File: src/sv/csim_pkg.sv
// ----------------------------------------------------------------------------
// csim_pkg
// Shared constants and types for the cosine similarity engine.
// ----------------------------------------------------------------------------
package csim_pkg;

    localparam int MAX_LEN     = 4096;
    localparam int SAMPLE_BITS = 16;
    localparam int ELEM_W      = 16;
    localparam int SIM_OUT_W   = 16;

    localparam int FRAC_BITS  = SAMPLE_BITS - 1;
    localparam int PROD_W     = 2 * SAMPLE_BITS;
    localparam int CNT_W      = $clog2(MAX_LEN + 1);
    localparam int NORM_W     = PROD_W - 2 + CNT_W;
    localparam int DOT_W      = NORM_W + 1;
    localparam int MAG_W      = FRAC_BITS + 1;
    localparam int SIM_W      = SAMPLE_BITS + 1;
    localparam int ROOT_SHIFT = 2 * FRAC_BITS;
    localparam int WIDE_W     = 2 * NORM_W + ROOT_SHIFT + 2;
    localparam int STEP_W     = $clog2(NORM_W + 1);

    typedef struct packed {
        logic signed [ELEM_W-1:0] elem_a;
        logic signed [ELEM_W-1:0] elem_b;
        logic                     last;
    } csim_in_t;

    typedef struct packed {
        logic signed [SIM_OUT_W-1:0] similarity;
        logic                        zero_norm;
        logic                        length_overflow;
    } csim_out_t;

    typedef struct packed {
        logic [NORM_W-1:0] dmag;
        logic [NORM_W-1:0] norm_a;
        logic [NORM_W-1:0] norm_b;
    } csim_ratio_req_t;

endpackage

File: src/sv/csim_ratio.sv
// ----------------------------------------------------------------------------
// csim_ratio
// Iterative quotient unit: largest m with m^2 * na * nb <= dmag^2 * 2^(2F).
// One wide adder forms both products by shift-add, then the root search.
// ----------------------------------------------------------------------------
module csim_ratio
    import csim_pkg::*;
(
    input  logic                 clk,
    input  logic                 rst_n,
    input  logic                 start,
    input  csim_ratio_req_t      req,
    output logic                 done,
    output logic [MAG_W-1:0]     mag
);

    localparam logic [2:0] R_IDLE = 3'd0;
    localparam logic [2:0] R_MULP = 3'd1;
    localparam logic [2:0] R_SETD = 3'd2;
    localparam logic [2:0] R_MULD = 3'd3;
    localparam logic [2:0] R_SETR = 3'd4;
    localparam logic [2:0] R_RTA  = 3'd5;
    localparam logic [2:0] R_RTB  = 3'd6;
    localparam logic [2:0] R_RTC  = 3'd7;

    logic [2:0]        state_reg, state_next;
    logic [STEP_W-1:0] cnt_reg, cnt_next;
    logic              done_reg, done_next;

    logic [WIDE_W-1:0] a_reg, a_next;
    logic [WIDE_W-1:0] b_reg, b_next;
    logic [WIDE_W-1:0] c_reg, c_next;
    logic [WIDE_W-1:0] t_reg, t_next;
    logic [NORM_W-1:0] mplier_reg, mplier_next;
    logic [NORM_W-1:0] dmag_reg, dmag_next;
    logic [MAG_W-1:0]  m_reg, m_next;
    logic              flag_reg, flag_next;

    logic [WIDE_W-1:0] op_a;
    logic [WIDE_W-1:0] op_b;
    logic              sub;
    logic [WIDE_W:0]   sum;

    // shared adder / subtractor
    always_comb
    begin
        op_a = a_reg;
        op_b = b_reg;
        sub  = 1'b0;
        case (state_reg)
            R_RTA:
            begin
                op_a = c_reg;
            end
            R_RTB:
            begin
                op_b = t_reg;
                sub  = 1'b1;
            end
            R_RTC:
            begin
                op_a = t_reg;
            end
            default:
            begin
                op_a = a_reg;
            end
        endcase
        sum = {1'b0, op_a} + {1'b0, (sub ? ~op_b : op_b)} + (WIDE_W + 1)'(sub);
    end

    always_comb
    begin
        state_next  = state_reg;
        cnt_next    = cnt_reg;
        done_next   = 1'b0;
        a_next      = a_reg;
        b_next      = b_reg;
        c_next      = c_reg;
        t_next      = t_reg;
        mplier_next = mplier_reg;
        dmag_next   = dmag_reg;
        m_next      = m_reg;
        flag_next   = flag_reg;
        case (state_reg)
            R_IDLE:
            begin
                if (start)
                begin
                    a_next      = '0;
                    b_next      = WIDE_W'(req.norm_b);
                    mplier_next = req.norm_a;
                    dmag_next   = req.dmag;
                    cnt_next    = '0;
                    state_next  = R_MULP;
                end
            end
            R_MULP, R_MULD:
            begin
                if (mplier_reg[0])
                begin
                    a_next = sum[WIDE_W-1:0];
                end
                b_next      = b_reg << 1;
                mplier_next = mplier_reg >> 1;
                cnt_next    = cnt_reg + 1'b1;
                if (cnt_reg == STEP_W'(NORM_W - 1))
                begin
                    state_next = (state_reg == R_MULP) ? R_SETD : R_SETR;
                end
            end
            R_SETD:
            begin
                c_next      = a_reg;
                a_next      = '0;
                b_next      = WIDE_W'(dmag_reg);
                mplier_next = dmag_reg;
                cnt_next    = '0;
                state_next  = R_MULD;
            end
            R_SETR:
            begin
                a_next     = a_reg << ROOT_SHIFT;
                b_next     = c_reg << ROOT_SHIFT;
                c_next     = '0;
                m_next     = '0;
                cnt_next   = '0;
                state_next = R_RTA;
            end
            R_RTA:
            begin
                t_next     = sum[WIDE_W-1:0];
                state_next = R_RTB;
            end
            R_RTB:
            begin
                flag_next = sum[WIDE_W];
                if (sum[WIDE_W])
                begin
                    a_next = sum[WIDE_W-1:0];
                end
                state_next = R_RTC;
            end
            R_RTC:
            begin
                c_next   = (flag_reg ? sum[WIDE_W-1:0] : c_reg) >> 1;
                b_next   = b_reg >> 2;
                m_next   = {m_reg[MAG_W-2:0], flag_reg};
                cnt_next = cnt_reg + 1'b1;
                if (cnt_reg == STEP_W'(MAG_W - 1))
                begin
                    done_next  = 1'b1;
                    state_next = R_IDLE;
                end
                else
                begin
                    state_next = R_RTA;
                end
            end
            default:
            begin
                state_next = R_IDLE;
            end
        endcase
    end

    always_ff @(posedge clk or negedge rst_n)
    begin
        if (!rst_n)
        begin
            state_reg <= R_IDLE;
            cnt_reg   <= '0;
            done_reg  <= 1'b0;
        end
        else
        begin
            state_reg <= state_next;
            cnt_reg   <= cnt_next;
            done_reg  <= done_next;
        end
    end

    always_ff @(posedge clk)
    begin
        a_reg      <= a_next;
        b_reg      <= b_next;
        c_reg      <= c_next;
        t_reg      <= t_next;
        mplier_reg <= mplier_next;
        dmag_reg   <= dmag_next;
        m_reg      <= m_next;
        flag_reg   <= flag_next;
    end

    assign done = done_reg;
    assign mag  = m_reg;

endmodule

File: src/sv/cosine_similarity_engine_top.sv
// ----------------------------------------------------------------------------
// cosine_similarity_engine_top
// Cosine similarity of two streamed vectors, signed Q1.15 in and out.
// ----------------------------------------------------------------------------
// Input channel (item, item_valid, item_stall): one element pair per
// transaction, with last on the final pair. Each pair is accepted, then one
// 16x16 multiplier and one accumulator adder work through a*b, a*a and b*b.
// A pair beyond MAX_LEN is not accumulated; it sets the overflow flag.
// item_stall is high whenever the sequencer is not idle.
// After the last pair the quotient unit runs: two 43-step shift-add
// products and a 16-bit root search, one bit per R_RTA/R_RTB/R_RTC pass,
// all on one 118-bit adder. A zero norm skips the quotient unit.
// Output channel (result, result_valid, result_stall): one transaction per
// vector pair. The result sits in an output register; while it is stalled
// new pairs are still accepted, and only the next final result waits.
// Reset clears all sums, the pair count, the overflow flag and result_valid.
// ----------------------------------------------------------------------------
module cosine_similarity_engine_top
    import csim_pkg::*;
(
    input  logic      clk,
    input  logic      rst_n,
    input  csim_in_t  item,
    input  logic      item_valid,
    output logic      item_stall,
    output csim_out_t result,
    output logic      result_valid,
    input  logic      result_stall
);

    localparam logic [2:0] S_IDLE = 3'd0;
    localparam logic [2:0] S_MAB  = 3'd1;
    localparam logic [2:0] S_MAA  = 3'd2;
    localparam logic [2:0] S_MBB  = 3'd3;
    localparam logic [2:0] S_MEND = 3'd4;
    localparam logic [2:0] S_FIN  = 3'd5;
    localparam logic [2:0] S_WAIT = 3'd6;
    localparam logic [2:0] S_OUT  = 3'd7;

    localparam logic [MAG_W-1:0] SAT_TOP = MAG_W'((1 << FRAC_BITS) - 1);

    logic [2:0]                    state_reg, state_next;
    logic signed [DOT_W-1:0]       dot_reg, dot_next;
    logic [NORM_W-1:0]             na_reg, na_next;
    logic [NORM_W-1:0]             nb_reg, nb_next;
    logic [CNT_W-1:0]              count_reg, count_next;
    logic                          ovf_reg, ovf_next;
    logic                          res_valid_reg, res_valid_next;
    logic                          start_reg, start_next;

    logic signed [SAMPLE_BITS-1:0] a_reg, a_next;
    logic signed [SAMPLE_BITS-1:0] b_reg, b_next;
    logic                          last_reg, last_next;
    logic signed [PROD_W-1:0]      prod_reg, prod_next;
    logic signed [SIM_W-1:0]       sim_reg, sim_next;
    logic                          zero_reg, zero_next;
    csim_out_t                     res_reg, res_next;

    logic signed [SAMPLE_BITS-1:0] mul_x;
    logic signed [SAMPLE_BITS-1:0] mul_y;
    logic [DOT_W-1:0]              acc_op;
    logic [DOT_W-1:0]              acc_sum;
    logic                          item_take;
    logic                          res_free;
    logic                          dot_neg;
    logic [DOT_W-1:0]              dot_abs;
    csim_ratio_req_t               ratio_req;
    logic                          ratio_done;
    logic [MAG_W-1:0]              ratio_mag;

    assign item_take = item_valid && !item_stall;
    assign res_free  = !res_valid_reg || !result_stall;
    assign dot_neg   = dot_reg[DOT_W-1];
    assign dot_abs   = dot_neg ? DOT_W'(-dot_reg) : DOT_W'(dot_reg);

    assign ratio_req.dmag   = dot_abs[NORM_W-1:0];
    assign ratio_req.norm_a = na_reg;
    assign ratio_req.norm_b = nb_reg;

    // shared multiplier and accumulator adder
    always_comb
    begin
        mul_x  = a_reg;
        mul_y  = b_reg;
        acc_op = DOT_W'(dot_reg);
        case (state_reg)
            S_MAA:
            begin
                mul_y = a_reg;
            end
            S_MBB:
            begin
                mul_x  = b_reg;
                acc_op = {1'b0, na_reg};
            end
            S_MEND:
            begin
                acc_op = {1'b0, nb_reg};
            end
            default:
            begin
                acc_op = DOT_W'(dot_reg);
            end
        endcase
        acc_sum = acc_op + {{(DOT_W - PROD_W){prod_reg[PROD_W-1]}}, prod_reg};
    end

    always_comb
    begin
        state_next     = state_reg;
        dot_next       = dot_reg;
        na_next        = na_reg;
        nb_next        = nb_reg;
        count_next     = count_reg;
        ovf_next       = ovf_reg;
        res_valid_next = res_valid_reg;
        start_next     = 1'b0;
        a_next         = a_reg;
        b_next         = b_reg;
        last_next      = last_reg;
        prod_next      = mul_x * mul_y;
        sim_next       = sim_reg;
        zero_next      = zero_reg;
        res_next       = res_reg;

        if (res_valid_reg && !result_stall)
        begin
            res_valid_next = 1'b0;
        end

        case (state_reg)
            S_IDLE:
            begin
                if (item_take)
                begin
                    a_next    = item.elem_a[SAMPLE_BITS-1:0];
                    b_next    = item.elem_b[SAMPLE_BITS-1:0];
                    last_next = item.last;
                    if (count_reg < CNT_W'(MAX_LEN))
                    begin
                        state_next = S_MAB;
                    end
                    else
                    begin
                        ovf_next   = 1'b1;
                        state_next = item.last ? S_FIN : S_IDLE;
                    end
                end
            end
            S_MAB:
            begin
                count_next = count_reg + 1'b1;
                state_next = S_MAA;
            end
            S_MAA:
            begin
                dot_next   = $signed(acc_sum);
                state_next = S_MBB;
            end
            S_MBB:
            begin
                na_next    = acc_sum[NORM_W-1:0];
                state_next = S_MEND;
            end
            S_MEND:
            begin
                nb_next    = acc_sum[NORM_W-1:0];
                state_next = last_reg ? S_FIN : S_IDLE;
            end
            S_FIN:
            begin
                if (na_reg == '0 || nb_reg == '0)
                begin
                    sim_next   = '0;
                    zero_next  = 1'b1;
                    state_next = S_OUT;
                end
                else
                begin
                    zero_next  = 1'b0;
                    start_next = 1'b1;
                    state_next = S_WAIT;
                end
            end
            S_WAIT:
            begin
                if (ratio_done)
                begin
                    if (dot_neg)
                    begin
                        sim_next = -$signed({1'b0, ratio_mag});
                    end
                    else
                    begin
                        sim_next = $signed({1'b0, ((ratio_mag > SAT_TOP) ? SAT_TOP : ratio_mag)});
                    end
                    state_next = S_OUT;
                end
            end
            S_OUT:
            begin
                if (res_free)
                begin
                    res_next.similarity      = SIM_OUT_W'(sim_reg);
                    res_next.zero_norm       = zero_reg;
                    res_next.length_overflow = ovf_reg;
                    res_valid_next           = 1'b1;
                    dot_next                 = '0;
                    na_next                  = '0;
                    nb_next                  = '0;
                    count_next               = '0;
                    ovf_next                 = 1'b0;
                    state_next               = S_IDLE;
                end
            end
            default:
            begin
                state_next = S_IDLE;
            end
        endcase
    end

    always_ff @(posedge clk or negedge rst_n)
    begin
        if (!rst_n)
        begin
            state_reg     <= S_IDLE;
            dot_reg       <= '0;
            na_reg        <= '0;
            nb_reg        <= '0;
            count_reg     <= '0;
            ovf_reg       <= 1'b0;
            res_valid_reg <= 1'b0;
            start_reg     <= 1'b0;
        end
        else
        begin
            state_reg     <= state_next;
            dot_reg       <= dot_next;
            na_reg        <= na_next;
            nb_reg        <= nb_next;
            count_reg     <= count_next;
            ovf_reg       <= ovf_next;
            res_valid_reg <= res_valid_next;
            start_reg     <= start_next;
        end
    end

    always_ff @(posedge clk)
    begin
        a_reg    <= a_next;
        b_reg    <= b_next;
        last_reg <= last_next;
        prod_reg <= prod_next;
        sim_reg  <= sim_next;
        zero_reg <= zero_next;
        res_reg  <= res_next;
    end

    csim_ratio u_ratio
    (
        .clk   (clk),
        .rst_n (rst_n),
        .start (start_reg),
        .req   (ratio_req),
        .done  (ratio_done),
        .mag   (ratio_mag)
    );

    assign item_stall   = (state_reg != S_IDLE);
    assign result       = res_reg;
    assign result_valid = res_valid_reg;

endmodule
File: config.mk
export PLATFORM = sky130hd
export DESIGN_NAME = cosine_similarity_engine_top
export DESIGN_NICKNAME = d
export VERILOG_FILES = /design/src/sv/csim_pkg.sv /design/src/sv/csim_ratio.sv /design/src/sv/cosine_similarity_engine_top.sv
export SDC_FILE = /design/constraint.sdc
export NUM_CORES = 2
export LEC_CHECK = 0
export BUFFER_PORTS_ARGS = -buffer_cell sky130_fd_sc_hd__buf_2
export CAP_MARGIN = 20
export CORE_MARGIN = 10
export CORE_UTILIZATION = 30
export DETAILED_ROUTE_END_ITERATION = 10
export MAX_ROUTING_LAYER = met4
export PLACE_DENSITY_LB_ADDON = 0.2
export SLEW_MARGIN = 20
export SYNTH_ARGS = -nofsm -noshare
export SYNTH_HDL_FRONTEND = slang
export SYNTH_SLANG_ARGS = --single-unit
File: constraint.sdc
create_clock -name clk -period 21.4 [get_ports clk]
set_clock_uncertainty 0.15 [all_clocks]
set_input_delay 0 -clock clk [delete_from_list [all_inputs] [get_ports clk]]
set_output_delay 0 -clock clk [all_outputs]
set_load 0.01 [all_outputs]
==> qor.yml, run 1 <==
yosys:
  synth_largest_area_cell: "edfxtp_1"
  ys_types: 88
  synth-seq-cells: 834
  async_flop_share: 0.1906
  syn_avg_cell_area_um2: 9.654
  yosysWarnings: 0
  synth_nets: 6587
  synthFlopType: "edfxtp_1"
  syn_inst: 6034
  synth_area_mm2: 0.05825
  synth_top_area_share: 0.3315
  synth.top_cells.by_area: "edfxtp_1 33%, fa_1 9.1%, dfrtp_1 6.8%, nand2_1 6.2%, ha_1 5.4%"
  synth-edff-count: 643
  ys_seq_area_frac: 0.4108
clock_network:
  clock_sinks: 834
  htreeDepth: 3
  clock-root-buffer: "clkbuf_16"
  cts_buffers: 97
  cts.repair.resized: 0
  postCtsSetupRepairBufs: 0
  cts_max_path_buffers: 3
grt:
  grt_pass1_vias: 48349
  grt_max_degree: 165
  antenna_found_initial: 3
  grt_use_total: 0.2145
  grt_pass1_wl_mm: 335.7
  grt.overflow.total: 0
run_status:
  stop_error: "[ERROR DRT-0255] Maze Route cannot find path of net clk in worker of routeBox ( 434700 193200 ) ( 460640 241500 )."
  status: "stopped before the end"
  last-stage-reached: "detailed routing"
floorplanning:
  start_util: 0.3022
  fp.dieH_um: 460.6
  rows: 161
  die_w_um: 460.6
  ios: 57
placement:
  dpl.hpwl_mm: 162.9
  place.gp.congestion: 0.9570
  io_buffers: 56
  pre_cts_ws_ns: 12.32
==> synth_stat cells, types with 32 or more instances <==
master	number
dfxtp_1	32
and2_1	38
nor4_1	34
xnor2_1	163
a22o_1	321
or3_1	32
inv_1	490
ha_1	252
edfxtp_1	643
a21oi_1	293
a31oi_1	72
a21o_1	99
a222oi_1	107
mux2i_1	92
xor2_1	73
and3_1	50
nor2_1	383
nand2b_1	41
o31ai_1	38
o21bai_1	42
dfrtp_1	159
nand3_1	61
nor3_1	50
nand2_1	959
fa_1	264
clkbuf_1	319
o21ai_0	477
nand4_1	63
a22oi_1	52
==> cell families after synthesis <==
family,after synthesis,synth area share
xor gates and xnor gates,236,0.03548
AOI/OAI and AO/OA,1729,0.2052
muxes,100,0.01736
buffers and inverters,841,0.05434
and+or+nand+nor,1778,0.1320
adders and majority gates,516,0.1449
DFF,834,0.4108
==> per-layer routing <==
layer and track usage:
met5 -, met4 0.07639, met3 0.02550, met2 0.3535, met1 0.2716
==> timing repair <==
item | CTS | global route
setup endpoints to repair | 0 | 0
hold buffers | 72 | 0
endpoints found under the hold margin | 250 | 0
==> per-stage QoR <==
stage	cells	instance area (µm²)	utilization	hold slack (ns)
2_1_floorplan	6034	58250	-	-0.4456
3_3_place_gp	8344	61230	0.3176	-0.1985
3_5_place_dp	8344	61230	0.3176	-0.2031
4_1_cts	8597	65100	0.3377	0.01660
5_1_grt	8598	65110	0.3377	0.08761
==> run 2, diff against run 1 <==
--- a/config.mk
+++ b/config.mk
@@ -8,10 +8,9 @@
 export BUFFER_PORTS_ARGS = -buffer_cell sky130_fd_sc_hd__buf_2
 export CAP_MARGIN = 20
 export CORE_MARGIN = 10
-export CORE_UTILIZATION = 30
+export CORE_UTILIZATION = 20
 export DETAILED_ROUTE_END_ITERATION = 10
-export MAX_ROUTING_LAYER = met4
-export PLACE_DENSITY_LB_ADDON = 0.2
+export PLACE_DENSITY_LB_ADDON = 0.15
 export SLEW_MARGIN = 20
 export SYNTH_ARGS = -nofsm -noshare
 export SYNTH_HDL_FRONTEND = slang
==> run 2 against run 1 <==
Net effect:
- the run now ends clean
- area after synthesis unchanged
- global-route usage is 6.3 points lower
- synthesized cell count unchanged
==> qor.yml, run 2 <==
run_status:
  status: "finished clean"  # was stopped before the end
detailed_routing:
  detail_route.first_pass.iterations: 9
  wl_mm: 247.2
  viasPerCell: 4.706
  wl_per_cell_um: 24.75
  routed-via-count: 47002
  detail-route-antenna-nets: 0
  drc: 0
  drt-initial-drc-count: 3978
timing:
  tns_ns: 0
  min_period_over_period: 0.4520
  hold_viol: 0
  setup_viol_count_final: 0
  finalMaxSlewViolations: 0
  fin_crit_ns: 9.673
  rsz0062_at_grt: "no"
  slew_headroom: 0.2192
  timing.fmax_ghz: 0.1034
  tightest_slew_ns: 1.164
worst_setup_path:
  path_common_cell: "fa_1"
  crit_path_start_kind: "register"
  cp.arrival_ns: 10.16
  rr_worst_depth: 28
  crit_required_ns: 21.89
  reg2reg_slack_ns: 11.73
  path_buf_inv: 6
  critPathMaxStageDelay_ns: 0.92
  cp-end-kind: "register"
  path_max_fanout: 48
  crit_type: "reg -> reg"
  slowest_stage: "mux2i_1"
  cp.depth: 28
  crit_family: "adder cells"
yosys:
  synth_largest_area_cell: "edfxtp_1"  # unchanged
  synth_mux_area_frac: 0.01736  # unchanged
  synth_common_cells: "959 x nand2_1, 643 x edfxtp_1, 490 x inv_1, 477 x o21ai_0, 383 x nor2_1"  # unchanged
  synth-edff-count: 643  # unchanged
  synth-seq-cells: 834  # unchanged
  synth_compound_area_frac: 0.2052  # unchanged
  synth_xor_area_frac: 0.03548  # unchanged
  synthAdderAreaFrac: 0.1449  # unchanged
  syn_inst: 6034  # unchanged
  synth_nets: 6587  # unchanged
  ys_types: 88  # unchanged
  synth.top_cells.by_area: "edfxtp_1 33%, fa_1 9.1%, dfrtp_1 6.8%, nand2_1 6.2%, ha_1 5.4%"  # unchanged
  async_flop_share: 0.1906  # unchanged
  synth_area_mm2: 0.05825  # unchanged
  ys_seq_area_frac: 0.4108  # unchanged
  synth-simple-area-share: 0.1320  # unchanged
  yosysWarnings: 0  # unchanged
  synth_top_area_share: 0.3315  # unchanged
  synthFlopType: "edfxtp_1"  # unchanged
  yosysMostFrequentCell: "nand2_1"  # unchanged
  synth_top_family_by_area: "compound AO/OA/AOI/OAI gates"  # unchanged
  syn_avg_cell_area_um2: 9.654  # unchanged
placement:
  io_buffers: 56  # unchanged
  dpl.hpwl_mm: 178.2  # was 162.9 mm
  place.gp.congestion: 0.8666  # was 0.9570
clock_network:
  postCtsSetupRepairBufs: 0  # unchanged
  clock_sinks: 834  # unchanged
  cts_max_path_buffers: 3  # unchanged
  clk_latency_ns: 0.76
  htreeDepth: 3  # unchanged
  clkTransAtPathRegs_ns: 0.06
  cts_buffers: 103  # was 97
  clock-root-buffer: "clkbuf_16"  # unchanged
  cts_tree: "done"
  cts.repair.resized: 0  # unchanged
final_layout:
  final_cell_mix: "954 x nand2_1, 643 x edfxtp_1, 489 x inv_1"
  areaGrowthSynthToFinish_pct: 15.12
  layout-drive-gt1-share: 0.05963
  utilization: 0.2309
  layout_commonest_cell: "nand2_1"
  n_fill_cell: 31649
  antenna_cells_inserted: 0
  nNetsFinal: 6554
grt:
  grt_pass1_wl_mm: 358.4  # was 335.7 mm
  grt.overflow.total: 0  # unchanged
  grt_use_total: 0.1512  # was 0.2145
  grt_pass1_vias: 49463  # was 48349
  antenna_found_initial: 1  # was 3
  grt_max_degree: 128  # was 165
floorplanning:
  rows: 198  # was 161
  die_area_mm2: 0.3132
  start_util: 0.2006  # was 0.3022
  core_area_mm2: 0.2903
  fp.dieH_um: 559.7  # was 460.6 µm
  die_w_um: 559.7  # was 460.6 µm
  ios: 57  # unchanged
hold_path:
  min-delay-path-class: "in -> reg"
  whs_path_depth: 2
flow_run:
  cap_violations: 0
[run 2: cell counts after synthesis]
No cell type changed its count.
[run 2: worst reg2reg max path, delay by kind of cell (launching register included)]
kind / cells / cell delay, ns
multiplexers: 1 / 0.96
AND/OR/NAND/NOR: 5 / 1.33
buffers and inverters: 6 / 1.07
XOR/XNOR: 1 / 0.14
AO/OA/AOI/OAI: 8 / 1.95
flip-flops: 1 / 0.50
adder cells (fa/ha/maj): 7 / 3.50
[run 2: what timing repair did]
action                     CTS  global route
hold endpoints to repair   182             0
hold buffers                70             0
setup endpoints to repair    0             0
[run 2: final cells by class]
| class | count | area [µm²] | share of cell area |
|---|---|---|---|
| Sequential cell | 834 | 23930 | 0.3569 |
| Clock inverter | 48 | 513.0 | 0.007650 |
| Tap cell | 3900 | 4880 | 0.07277 |
| Multi-Input combinational cell | 4359 | 31360 | 0.4677 |
| Timing Repair Buffer | 211 | 1708 | 0.02547 |
| Clock buffer | 144 | 2811 | 0.04193 |
| Inverter | 492 | 1847 | 0.02754 |
[run 2: path summary, 6_finish.rpt]
check,from,to
worst max-delay path,state_reg[2],prod_reg[30]
worst min-delay path,item[0],last_reg
worst max register to register,state_reg[2],prod_reg[30]
worst min register to register,sim_reg[9],result[11]
max in group asynchronous,rst_n,u_ratio.state_reg[2]
min in group asynchronous,rst_n,na_reg[14]
[run 2: cells by family after synthesis]
| logic type | after synthesis |
|---|---|
| AOI/OAI and AO/OA | 1729 |
| muxes | 100 |
| DFF | 834 |
| xor gates and xnor gates | 236 |
| and+or+nand+nor | 1778 |
| buffers and inverters | 841 |
| adders and majority gates | 516 |
[run 2: routing by layer]
layer,wire [µm],track usage
met1,101900,0.1819
met4,10260,0.05548
met2,127200,0.2788
met5,0,0
met3,7863,0.01288
[run 2: per-stage QoR]
| step | instances | worst slack [ns] | area [µm²] | hold WS, ns |
|---|---|---|---|---|
| finish | 9988 | 11.73 | 67050 | 0.07537 |
| CTS | 9988 | 11.63 | 67050 | 0.03052 |
| global placement | 9726 | 11.73 | 63000 | -0.1565 |
| floorplan | 6034 | 13.32 | 58250 | -0.4456 |
| global route | 9988 | 11.23 | 67050 | 0.05670 |
| detailed placement | 9726 | 11.66 | 63000 | -0.1583 |
Power of run 2 is not shown: default switching activity piles up to over one toggle a cycle in this logic, so the estimate is an artifact.
